**src/rtl/core/homogeneous_vertex_transform_assert.svh**
```systemverilog
// ----------------------------------------------------------------------------
// Assertion macros for the homogeneous vertex transform
// Concurrent checks clocked on clock and disabled during reset.
// ----------------------------------------------------------------------------
`ifndef HOMOGENEOUS_VERTEX_TRANSFORM_ASSERT_SVH
`define HOMOGENEOUS_VERTEX_TRANSFORM_ASSERT_SVH
`ifndef ASSERT_OFF
// Antecedent implies consequent in the same cycle.
`define HVT_ASSERT_IMPLY(lbl, ante, cons, msg) \
   lbl: assert property (@(posedge clock) disable iff (reset) (ante) |-> (cons)) \
      else $error(msg);
// Antecedent implies consequent in the following cycle.
`define HVT_ASSERT_NEXT(lbl, ante, cons, msg) \
   lbl: assert property (@(posedge clock) disable iff (reset) (ante) |=> (cons)) \
      else $error(msg);
`else
`define HVT_ASSERT_IMPLY(lbl, ante, cons, msg)
`define HVT_ASSERT_NEXT(lbl, ante, cons, msg)
`endif
`endif

```
**src/rtl/core/hvt_pkg.sv**
```systemverilog
// ----------------------------------------------------------------------------
// hvt_pkg
// Shared constants and types of the homogeneous vertex transform.
// ----------------------------------------------------------------------------
package hvt_pkg;

   localparam int FRAC_BITS_DEF  = 8;
   localparam int COMP_WIDTH_DEF = 16;

   localparam int FIELD_W  = 16;
   localparam int NUM_COLS = 4;
   localparam int NUM_ROWS = 4;
   localparam int ROW_W    = NUM_COLS * FIELD_W;
   localparam int PROD_W   = 2 * FIELD_W;
   localparam int SUM_W    = PROD_W + 2;
   localparam int MAG_W    = SUM_W - 1;
   localparam int CSR_IDX_W = 2;

   // Register indexes of the configuration port.
   typedef enum logic [CSR_IDX_W-1:0] {
      CSR_ROW0 = 2'd0,
      CSR_ROW1 = 2'd1,
      CSR_ROW2 = 2'd2,
      CSR_ROW3 = 2'd3
   } csr_index_type;

   // Identity matrix after reset.
   localparam logic [ROW_W-1:0] ROW0_RESET = 64'h0000_0000_0000_0100;
   localparam logic [ROW_W-1:0] ROW1_RESET = 64'h0000_0000_0100_0000;
   localparam logic [ROW_W-1:0] ROW2_RESET = 64'h0000_0100_0000_0000;
   localparam logic [ROW_W-1:0] ROW3_RESET = 64'h0100_0000_0000_0000;

   // Result of one divider lane.
   typedef struct packed {
      logic               neg;
      logic               ovf;
      logic [FIELD_W-1:0] quo;
   } div_res_type;

   // Side information that travels next to the divider lanes.
   typedef struct packed {
      logic                             divided;
      logic                             pass_sat;
      logic [NUM_ROWS-1:0][FIELD_W-1:0] pass_val;
   } side_type;

endpackage

```
**src/rtl/core/hvt_lane.sv**
```systemverilog
// ----------------------------------------------------------------------------
// hvt_lane
// One row dot product: four multipliers, registered, then a registered sum.
// ----------------------------------------------------------------------------
module hvt_lane (
   input  logic                                              clock,
   input  logic                                              advance,
   input  logic [hvt_pkg::ROW_W-1:0]                         coeffs,
   input  logic [hvt_pkg::NUM_COLS-1:0][hvt_pkg::FIELD_W-1:0] vec,
   output logic signed [hvt_pkg::SUM_W-1:0]                  sum
);

   logic signed [hvt_pkg::PROD_W-1:0] prod_in [hvt_pkg::NUM_COLS];
   logic signed [hvt_pkg::PROD_W-1:0] prod_ff [hvt_pkg::NUM_COLS];
   logic signed [hvt_pkg::SUM_W-1:0]  sum_in;
   logic signed [hvt_pkg::SUM_W-1:0]  sum_ff;

   // Exact products of coefficient and component.
   always_comb begin
      for (int c = 0; c < hvt_pkg::NUM_COLS; c++) begin
         prod_in[c] = $signed(coeffs[c*hvt_pkg::FIELD_W +: hvt_pkg::FIELD_W])
                    * $signed(vec[c]);
      end
   end

   // Exact sum at twice the fraction bits.
   assign sum_in = hvt_pkg::SUM_W'(prod_ff[0]) + hvt_pkg::SUM_W'(prod_ff[1])
                 + hvt_pkg::SUM_W'(prod_ff[2]) + hvt_pkg::SUM_W'(prod_ff[3]);

   always_ff @(posedge clock) begin
      if (advance) begin
         prod_ff <= prod_in;
         sum_ff  <= sum_in;
      end
   end

   assign sum = sum_ff;

endmodule

```
**config.mk**
```make
export PLATFORM = sky130hd
export DESIGN_NAME = hvt_lane
export DESIGN_NICKNAME = d
export VERILOG_FILES = /design/src/rtl/core/homogeneous_vertex_transform_assert.svh /design/src/rtl/core/hvt_pkg.sv /design/src/rtl/core/hvt_lane.sv
export SDC_FILE = /design/constraint.sdc
export NUM_CORES = 2
export LEC_CHECK = 0
export ABC_AREA = 1
export BUFFER_PORTS_ARGS = -buffer_cell sky130_fd_sc_hd__buf_2
export CORE_MARGIN = 2
export CORE_UTILIZATION = 38
export DETAILED_ROUTE_END_ITERATION = 8
export SLEW_MARGIN = 25
export SYNTH_ARGS = -nofsm -noshare
export SYNTH_HDL_FRONTEND = slang
export SYNTH_SLANG_ARGS = --single-unit
```
**constraint.sdc**
```tcl
create_clock -name clock -period 14.7 [get_ports clock]
set_clock_uncertainty 0.15 [all_clocks]
set_input_delay 2.205 -clock clock [delete_from_list [all_inputs] [get_ports clock]]
set_output_delay 2.205 -clock clock [all_outputs]
set_load 0.01 [all_outputs]
```
==> flow_summary.toml <==
[route]
num_vias = 38962
drc = 0
wl_per_cell_um = 16.3
viasPerCell = 4.70
drt_iter0_markers = 2500
routed_wl_um = 135000
dr.pass1.iters = 9
drt.antenna.violating_nets = 0

[floorplan]
die_x_um = 372
start_util = 0.382
die_h_um = 372
row_count = 135
coreArea_um2 = 135000
pin_count = 164
fp.dieArea_um2 = 139000

[critical_path]
timing_worst_setup_path_type = "in -> reg"
crit_path_max_incr_delay_ps = 860
crit_fanout = 16
required_ps = 14760
crit_buf_inv = 5
crit_path_start = "vec[1]"
cp_top_family = "adder cells"
worst-path-stages = 21
cpMostUsedCell = "fa_1"
ff2ff_path_depth = 15
rr_startpoint = "prod_ff[1]"
critPathArrivalTime_ps = 7760
crit_chain = "buf_2 > nand2_1 > inv_1 > fa_1 > fa_1 > inv_1 > fa_1 > fa_1 > inv_1 > fa_1 > fa_1 > ha_1 > nand2_1 > nor2_1 > nand3_1 > nor3_1 > nand2_1 > inv_1 > nor2_1 > nand2_1 > nand2_1"
start_kind = "primary input"
crit_slowest_cell = "fa_1"
end_kind = "register"

[timing]
hold_viol = 0
finalCritPeriodShare = 0.524
fmax_mhz = 130
relSlewSlack = 0.422
tightestPinTransition_ps = 867
period_minus_slack_ps = 7700
rsz0062_at_grt = "no"
drv_slew = 0
setup_viol = 0
tns_ps = 0

[clock_tree]
cts_setup_buffers = 0
cts_hold_buf = 0
clk_latency_ps = 460
cts_max_level = 4
path_clk_slew_ps = 70
clockBufferDepth = 2
root_buffer = "clkbuf_16"
cts.sinks = 162
numCtsBuffers = 17
postCtsResizedCells = 0
cts_tree = "done"

[layout]
nets = 8087
layout_commonest_cell = "inv_1"
final_cell_mix = "1,973 x inv_1, 1,825 x nand2_1, 1,113 x fa_1, 361 x ha_1, 213 x nor2_1"
drive_gt1_frac = 0.0417
area_growth_pct = 5.40
fillers = 13948

[global_routing]
grt_pass1_wl_um = 221000
antenna_found_initial = 11
busiest_layer = "met2"
grtUsageTotal = 0.203
grt_overflow = 0
use_met1 = 0.281
grt_max_degree = 81
grt_pass1_vias = 41253
grt_util_met2 = 0.338
globalRouteMet3Util = 0.0274

[logic_synthesis]
ys_warn_count = 0
yosysSeqAreaShare = 0.0943
ys_seq_elements = 162
avgSynthCellArea_um2 = 7.89
synth_top_flop_cell = "edfxtp_1"
syn_inst = 6532
ys_async_sr_fraction = 0
syn_nets = 8136
synth_edf_count = 162
yosysUniqueCellTypes = 30
netlist_area_um2 = 51600

[place]
dp_hpwl_um = 118000
port_buffers = 163
gp_congestion = 0.926

[outcome]
status = "completed"

[run]
cap_violations = 0

[hold_path]
hold_path.class = "reg -> reg"
worstHoldStart = "prod_ff[96]"
hold_depth = 1
## through the flow
| stage | cells | setup slack [ps] | area [um2] | util | hold slack, ps |
|---|---|---|---|---|---|
| 5_1_grt | 8280 | 6730 | 54300 | 0.402 | 473 |
| 4_1_cts | 8277 | 7060 | 54300 | 0.402 | 439 |
| 2_1_floorplan | 6532 | 7070 | 51600 | - | 376 |
| 6_report | 8281 | 7000 | 54300 | 0.402 | 443 |
| 3_5_place_dp | 8245 | 6560 | 53800 | 0.398 | 418 |
| 3_3_place_gp | 8244 | 6600 | 53800 | 0.398 | 437 |
## per-layer routing
| metal | wire length [um] | up-vias | part of all wire |
|---|---|---|---|
| li1 | - | 18462 | - |
| met1 | 61000 | 19442 | 0.45 |
| met2 | 64300 | 871 | 0.48 |
| met3 | 6360 | 177 | 0.047 |
| met4 | 3480 | 10 | 0.026 |
| met5 | 62 | - | 0.00046 |
## cells in the mapped netlist, types with 5 or more instances
| cell type | number | area share |
|---|---|---|
| inv_1 | 1973 | 0.14 |
| nand2_1 | 1825 | 0.13 |
| fa_1 | 1113 | 0.43 |
| ha_1 | 361 | 0.088 |
| clkbuf_1 | 230 | 0.017 |
| nor2_1 | 213 | 0.016 |
| nand3_1 | 177 | 0.017 |
| edfxtp_1 | 162 | 0.094 |
| a21oi_1 | 127 | 0.012 |
| xor2_1 | 82 | 0.014 |
| nand4_1 | 49 | 0.0059 |
| o21ai_0 | 35 | 0.0034 |
| o21bai_1 | 33 | 0.0048 |
| nor3_1 | 32 | 0.0031 |
| nor2_2 | 19 | 0.0023 |
| nand2_2 | 18 | 0.0022 |
| or2_2 | 15 | 0.0018 |
| xnor2_1 | 13 | 0.0022 |
| nand3b_1 | 11 | 0.0016 |
| nor3_2 | 11 | 0.0021 |
| a21o_1 | 6 | 0.00087 |
| inv_2 | 5 | 0.00036 |
| nand3_2 | 5 | 0.00097 |
## registers in the layout (all words and copies together) (netlist names)
register	cells
sum	34
prod_ff	128
## worst paths after layout
kind / endpoint / slack [ps]
max: prod_ff[127] / 7000
min: sum[0] / 440
max reg2reg: sum[31] / 10880
min reg2reg: sum[0] / 440
## cells by family after synthesis
group / after synthesis / share of synthesized area
AND/OR/NAND/NOR: 2383 / 0.187
adder cells (fa/ha/maj): 1474 / 0.520
AO/OA/AOI/OAI: 207 / 0.0222
XOR/XNOR: 95 / 0.0161
buffers and inverters: 2211 / 0.161
flip-flops: 162 / 0.0943
## final cells by class
| type | count | area [um2] | share of cell area |
|---|---|---|---|
| diodes | 4 | 10.0 | 0.000184 |
| repair buffers | 165 | 850 | 0.0156 |
| multi-input cells | 4159 | 38400 | 0.707 |
| inverters | 1978 | 7420 | 0.137 |
| clock inverters | 14 | 140 | 0.00258 |
| clock buffers | 18 | 429 | 0.00790 |
| flip-flops and latches | 162 | 4860 | 0.0895 |
| well taps | 1781 | 2230 | 0.0410 |
Power is not shown: default switching activity piles up to over one toggle a cycle in this logic, so the estimate is an artifact.
