<file path="src/rtl/core/homogeneous_vertex_transform_assert.svh">
// ----------------------------------------------------------------------------
// Assertion macros for the homogeneous vertex transform
// Concurrent checks clocked on clock and disabled during reset.
// ----------------------------------------------------------------------------
`ifndef HOMOGENEOUS_VERTEX_TRANSFORM_ASSERT_SVH
`define HOMOGENEOUS_VERTEX_TRANSFORM_ASSERT_SVH
`ifndef ASSERT_OFF
// Antecedent implies consequent in the same cycle.
`define HVT_ASSERT_IMPLY(lbl, ante, cons, msg) \
   lbl: assert property (@(posedge clock) disable iff (reset) (ante) |-> (cons)) \
      else $error(msg);
// Antecedent implies consequent in the following cycle.
`define HVT_ASSERT_NEXT(lbl, ante, cons, msg) \
   lbl: assert property (@(posedge clock) disable iff (reset) (ante) |=> (cons)) \
      else $error(msg);
`else
`define HVT_ASSERT_IMPLY(lbl, ante, cons, msg)
`define HVT_ASSERT_NEXT(lbl, ante, cons, msg)
`endif
`endif

</file>
<file path="src/rtl/core/hvt_pkg.sv">
// ----------------------------------------------------------------------------
// hvt_pkg
// Shared constants and types of the homogeneous vertex transform.
// ----------------------------------------------------------------------------
package hvt_pkg;

   localparam int FRAC_BITS_DEF  = 8;
   localparam int COMP_WIDTH_DEF = 16;

   localparam int FIELD_W  = 16;
   localparam int NUM_COLS = 4;
   localparam int NUM_ROWS = 4;
   localparam int ROW_W    = NUM_COLS * FIELD_W;
   localparam int PROD_W   = 2 * FIELD_W;
   localparam int SUM_W    = PROD_W + 2;
   localparam int MAG_W    = SUM_W - 1;
   localparam int CSR_IDX_W = 2;

   // Register indexes of the configuration port.
   typedef enum logic [CSR_IDX_W-1:0] {
      CSR_ROW0 = 2'd0,
      CSR_ROW1 = 2'd1,
      CSR_ROW2 = 2'd2,
      CSR_ROW3 = 2'd3
   } csr_index_type;

   // Identity matrix after reset.
   localparam logic [ROW_W-1:0] ROW0_RESET = 64'h0000_0000_0000_0100;
   localparam logic [ROW_W-1:0] ROW1_RESET = 64'h0000_0000_0100_0000;
   localparam logic [ROW_W-1:0] ROW2_RESET = 64'h0000_0100_0000_0000;
   localparam logic [ROW_W-1:0] ROW3_RESET = 64'h0100_0000_0000_0000;

   // Result of one divider lane.
   typedef struct packed {
      logic               neg;
      logic               ovf;
      logic [FIELD_W-1:0] quo;
   } div_res_type;

   // Side information that travels next to the divider lanes.
   typedef struct packed {
      logic                             divided;
      logic                             pass_sat;
      logic [NUM_ROWS-1:0][FIELD_W-1:0] pass_val;
   } side_type;

endpackage

</file>
<file path="src/rtl/core/hvt_div.sv">
// ----------------------------------------------------------------------------
// hvt_div
// Pipelined restoring divider: an overflow check, then one quotient bit
// per stage, most significant first.
// ----------------------------------------------------------------------------
module hvt_div #(
   parameter int FRAC_BITS       = hvt_pkg::FRAC_BITS_DEF,
   parameter int COMPONENT_WIDTH = hvt_pkg::COMP_WIDTH_DEF
) (
   input  logic                                  clock,
   input  logic                                  advance,
   input  logic [hvt_pkg::MAG_W+FRAC_BITS-1:0]   num,
   input  logic [hvt_pkg::MAG_W-1:0]             den,
   input  logic                                  neg,
   output hvt_pkg::div_res_type                  res
);

   localparam int NUM_W  = hvt_pkg::MAG_W + FRAC_BITS;
   localparam int DSH_W  = hvt_pkg::MAG_W + COMPONENT_WIDTH;
   localparam int CMP_W  = (NUM_W > DSH_W) ? NUM_W : DSH_W;
   localparam int STAGES = COMPONENT_WIDTH + 1;

   logic [CMP_W-1:0]           rem_ff [STAGES];
   logic [hvt_pkg::MAG_W-1:0]  den_ff [STAGES];
   logic [COMPONENT_WIDTH-1:0] quo_ff [STAGES];
   logic                       ovf_ff [STAGES];
   logic                       neg_ff [STAGES];
   logic                       ovf_in;

   // First stage: the quotient does not fit when num >= den * 2^width.
   assign ovf_in = CMP_W'(num) >= (CMP_W'(den) << COMPONENT_WIDTH);

   always_ff @(posedge clock) begin
      if (advance) begin
         rem_ff[0] <= CMP_W'(num);
         den_ff[0] <= den;
         quo_ff[0] <= '0;
         ovf_ff[0] <= ovf_in;
         neg_ff[0] <= neg;
      end
   end

   // One compare and subtract per stage.
   for (genvar k = 1; k < STAGES; k++) begin : g_stage
      localparam int BIT = COMPONENT_WIDTH - k;
      logic [CMP_W-1:0]           trial;
      logic                       fits;
      logic [CMP_W-1:0]           rem_in;
      logic [COMPONENT_WIDTH-1:0] quo_in;

      always_comb begin
         trial  = CMP_W'(den_ff[k-1]) << BIT;
         fits   = rem_ff[k-1] >= trial;
         rem_in = fits ? (rem_ff[k-1] - trial) : rem_ff[k-1];
         quo_in = quo_ff[k-1];
         quo_in[BIT] = fits;
      end

      always_ff @(posedge clock) begin
         if (advance) begin
            rem_ff[k] <= rem_in;
            den_ff[k] <= den_ff[k-1];
            quo_ff[k] <= quo_in;
            ovf_ff[k] <= ovf_ff[k-1];
            neg_ff[k] <= neg_ff[k-1];
         end
      end
   end

   assign res.neg = neg_ff[STAGES-1];
   assign res.ovf = ovf_ff[STAGES-1];
   assign res.quo = hvt_pkg::FIELD_W'(quo_ff[STAGES-1]);

endmodule

</file>
<file path="config.mk">
export PLATFORM = sky130hd
export DESIGN_NAME = hvt_div
export DESIGN_NICKNAME = d
export VERILOG_FILES = /design/src/rtl/core/homogeneous_vertex_transform_assert.svh /design/src/rtl/core/hvt_pkg.sv /design/src/rtl/core/hvt_div.sv
export SDC_FILE = /design/constraint.sdc
export NUM_CORES = 2
export LEC_CHECK = 0
export BUFFER_PORTS_ARGS = -buffer_cell sky130_fd_sc_hd__buf_4
export CAP_MARGIN = 5
export CORE_MARGIN = 10
export CORE_UTILIZATION = 55
export DETAILED_ROUTE_END_ITERATION = 7
export PLACE_DENSITY = 0.72
export SLEW_MARGIN = 20
export SYNTH_ARGS = -nofsm -noshare
export SYNTH_HDL_FRONTEND = slang
export SYNTH_SLANG_ARGS = --single-unit
</file>
<file path="constraint.sdc">
create_clock -name clock -period 8.72 [get_ports clock]
set_clock_uncertainty 0.05 [all_clocks]
set_input_delay 2.18 -clock clock [delete_from_list [all_inputs] [get_ports clock]]
set_output_delay 2.18 -clock clock [all_outputs]
set_load 0.1 [all_outputs]
</file>
==> key figures <==
Layout
  • Final cell count without fillers: 9341
  • Post-layout nets: 7935
  • Layout cells sized above 1: 0.06804
  • Layout area overhead: 9.926%
  • Layout Cell Area excl Fill: 88680 um2

Flow run
  • Max cap viols: 0

Floorplan
  • Ports: 95
  • Initial Util: 0.5535
  • Core area: 145700 um2
  • DIE AREA: 162400 um2
  • Num rows: 140
  • Die Ht: 403.0 um
  • Die W: 403.0 um

Synthesis
  • Netlist cell types: 93
  • Cells after synthesis: 7176
  • Synthesized Nets: 7814
  • Ys async rst share: 0
  • Mapped Area: 80670 um2
  • Seq/Total Area, Yosys: 0.5487
  • Register bit total from synthesis: 1474
  • Post-synth EDFFs: 1474
  • Main synth FF type: edfxtp_1
  • Avg Inst Size Synth: 11.24 um2
  • YS warnings: 0

Run status
  • Status: completed

Pwr
  • Sw frac: 0.3465
  • Worst vdd ir: 0.1958 mV
  • Clk pwr share: 0.237
  • Seq pwr share: 0.390
  • Psw: 9.523 mW
  • PwrDens: 309.9 nW/um2
  • Leak: 35.45 nW
  • Pwr Total: 27.48 mW
  • Internal power: 17.96 mW
  • Combinational share of power: 0.374

Global route
  • Vias in the first global route: 55190
  • GRT Overall Usage: 0.2092
  • Pin count of the biggest net entering global routing: 198
  • Initial antenna violation count: 3
  • Total gr overflow: 0
  • First-pass GRT wire length: 275.5 mm

Clock network
  • CTS max path bufs: 3
  • Post-CTS Resized: 0
  • Clock sink total: 1474
  • Post-CTS Hold Fix Bufs: 0
  • Clk slew on worst S/H paths: 60 ps
  • Clk_lat worst skew: 800 ps
  • Cts bufs inserted: 159
  • CTS H-tree lvls: 4
  • # Post-CTS Setup Buffers: 0
  • CTS tree: yes
  • Clk root buf: clkbuf_16

Timing
  • Clock period minus final worst setup slack: 4851 ps
  • Slew Viols, Final: 0
  • RSZ-0062 raised after global routing: false
  • Setup tns final: 0 ps
  • Fmax: 206.1 MHz
  • Final WS setup: 3869 ps
  • Period utilization: 0.5563
  • Worst relative slew slack: 0.1677
  • # setup viols final: 0
  • Final Hold Vio Count: 0
  • Worst Tran Pin Value: 1239 ps

Placement
  • Placed cells: 9053
  • Routability Congestion: 0.9569
  • Dpl cell area: 83580 um2
  • Worst slack, placed: 3959 ps
  • Post-DP HPWL: 131.8 mm
  • IO Port Bufs: 94

Drt
  • DR vias/cell: 5.727
  • Vias: 53490
  • Drt drc: 0
  • First-pass DRT Iterations: 5
  • Antenna-violating nets left: 0
  • Final WL: 172.9 mm
  • Drt initial violations: 3414
  • Drt wl/cell: 18.51 um

Setup path
  • Most common cell on crit path: o21ai_1
  • Largest stage delay on the critical path: 440 ps
  • Worst path cell trace: inv_1 > ha_1 > inv_1 > fa_1 > a211oi_1 > o21ai_0 > a31o_2 > o21ai_1 > o21ai_1 > a41oi_1 > o21ai_1 > nand4_1 > a21o_1 > buf_4 > mux2_2
  • Crit path kind: register to register
  • Slowest cell on crit path: buf_4
  • Critical path launch point type: register
  • Required time of the critical path: 9190 ps
  • Worst-path fanout max: 63
  • CP arrival: 5320 ps
  • Nature of the critical path endpoint: register
  • Kind of cell adding the most delay to the critical path: compound AO/OA/AOI/OAI gates
  • WP buf/inv: 3

Min path
  • HP Class: register to register
-- path summary, 6_finish.rpt --
check                            from                       end  slack, ps  cells after the start
max          rem_ff[0][495]$_DFFE_PP_  rem_ff[0][552]$_DFFE_PP_       3870                     15
min           quo_ff[6][12]$_DFFE_PP_   quo_ff[7][12]$_DFFE_PP_        350                      0
max reg2reg  rem_ff[0][495]$_DFFE_PP_  rem_ff[0][552]$_DFFE_PP_       3870                     15
min reg2reg   quo_ff[6][12]$_DFFE_PP_   quo_ff[7][12]$_DFFE_PP_        350                      0
-- cell usage in the layout (no fill, tap or decap), types with 101 or more instances in the layout --
cell and n:
a21o_1 297, a21oi_1 554, buf_4 131, clkbuf_16 159, edfxtp_1 1474, ha_1 546
inv_1 678, nand2_1 568, nand3_1 117, nand4_1 101, nor2_1 411, nor3_1 122
o21ai_0 460, xnor2_1 299, xor2_1 234
-- worst register-to-register path: stages, from the launching register on --
cell	delay (ps)
edfxtp_1	390
inv_1	70
ha_1	160
inv_1	60
fa_1	420
a211oi_1	400
o21ai_0	200
a31o_2	300
o21ai_1	400
o21ai_1	270
a41oi_1	410
o21ai_1	270
nand4_1	170
a21o_1	120
buf_4	440
mux2_2	470
-- Yosys cell counts (all sizes together), types with 10 or more instances --
cell	instances	area [um2]
edfxtp	1474	44260
inv	679	2549
nand2	568	2132
a21oi	556	2786
ha	546	6832
o21ai	484	2422
nor2	412	1546
xnor2	299	2619
a21o	297	2230
xor2	234	2049
clkbuf	143	536.8
nor3	125	630.6
nand3	118	590.6
nand4	101	631.9
mux2	89	1002
nand2b	86	538.0
nor2b	80	500.5
o21a	77	578.1
nor4	65	406.6
o21bai	61	457.9
a211oi	54	415.4
and3	52	325.3
a31oi	51	334.1
or3	44	275.3
o31ai	37	282.8
buf	34	167.7
and2	30	187.7
a21boi	26	195.2
o211ai	26	200.2
or2	23	143.9
o31a	21	183.9
a211o	20	175.2
or4	20	153.9
nor3b	19	152.6
and4	18	157.7
nand3b	18	135.1
a31o	15	140.1
fa	15	300.3
a2111oi	14	122.6
o22ai	13	81.33
a221o	11	110.1
nand4b	10	87.58
-- through the flow --
step,hold WS [ps],utilization
after floorplan,350.3,-
after global placement,350.8,0.5735
after detailed placement,354.5,0.5735
after CTS,348.2,0.6084
after global routing,348.2,0.6084
final,345.4,0.6085
-- routing by layer --
metal  global-route usage  routed length [um]  up-vias
li1                     -                   -    26560
met1               0.2000               61500    25020
met2               0.4023               91740     1323
met3              0.02722                5223      598
met4               0.1580               14400        0
met5                    0                   0        -
-- cells by family (layout without fill, tap and decap cells) --
kind of cell | Yosys count | count (layout) | share of synthesized area
compound gates | 1848 | 1848 | 0.1428
mux | 96 | 96 | 0.01329
flops | 1474 | 1474 | 0.5487
simple gates | 1807 | 1807 | 0.1086
fa+ha+maj | 561 | 561 | 0.08841
xor+xnor | 533 | 533 | 0.05787
other cells | 0 | 2 | 0
buf+inv | 857 | 1103 | 0.04037
-- final cells by class --
type	instances	area (um2)
Antenna cell	2	5.005
Clock buffer	191	4099
Clock inverter	95	999.7
Fill cell	11510	57060
Inverter	680	2552
Multi-Input combinational cell	4845	33250
Sequential cell	1474	44260
Tap cell	1917	2399
Timing Repair Buffer	137	1111
-- power groups by stage --
stage	Clock [mW]	Sequential, mW	Combinational [mW]
final	6.50	10.7	10.3
after floorplan	0	10.5	7.82
after global routing	6.96	10.9	11.4
after global placement	0	10.8	9.90
after detailed placement	0	10.8	10.1
after CTS	6.66	10.7	10.2
-- state kept, by name, summed over array words and instances (netlist names) --
name	flops
neg_ff	17
quo_ff	136
den_ff	528
rem_ff	776
ovf_ff	17
Note: power is estimated with default switching activity, not from simulation.
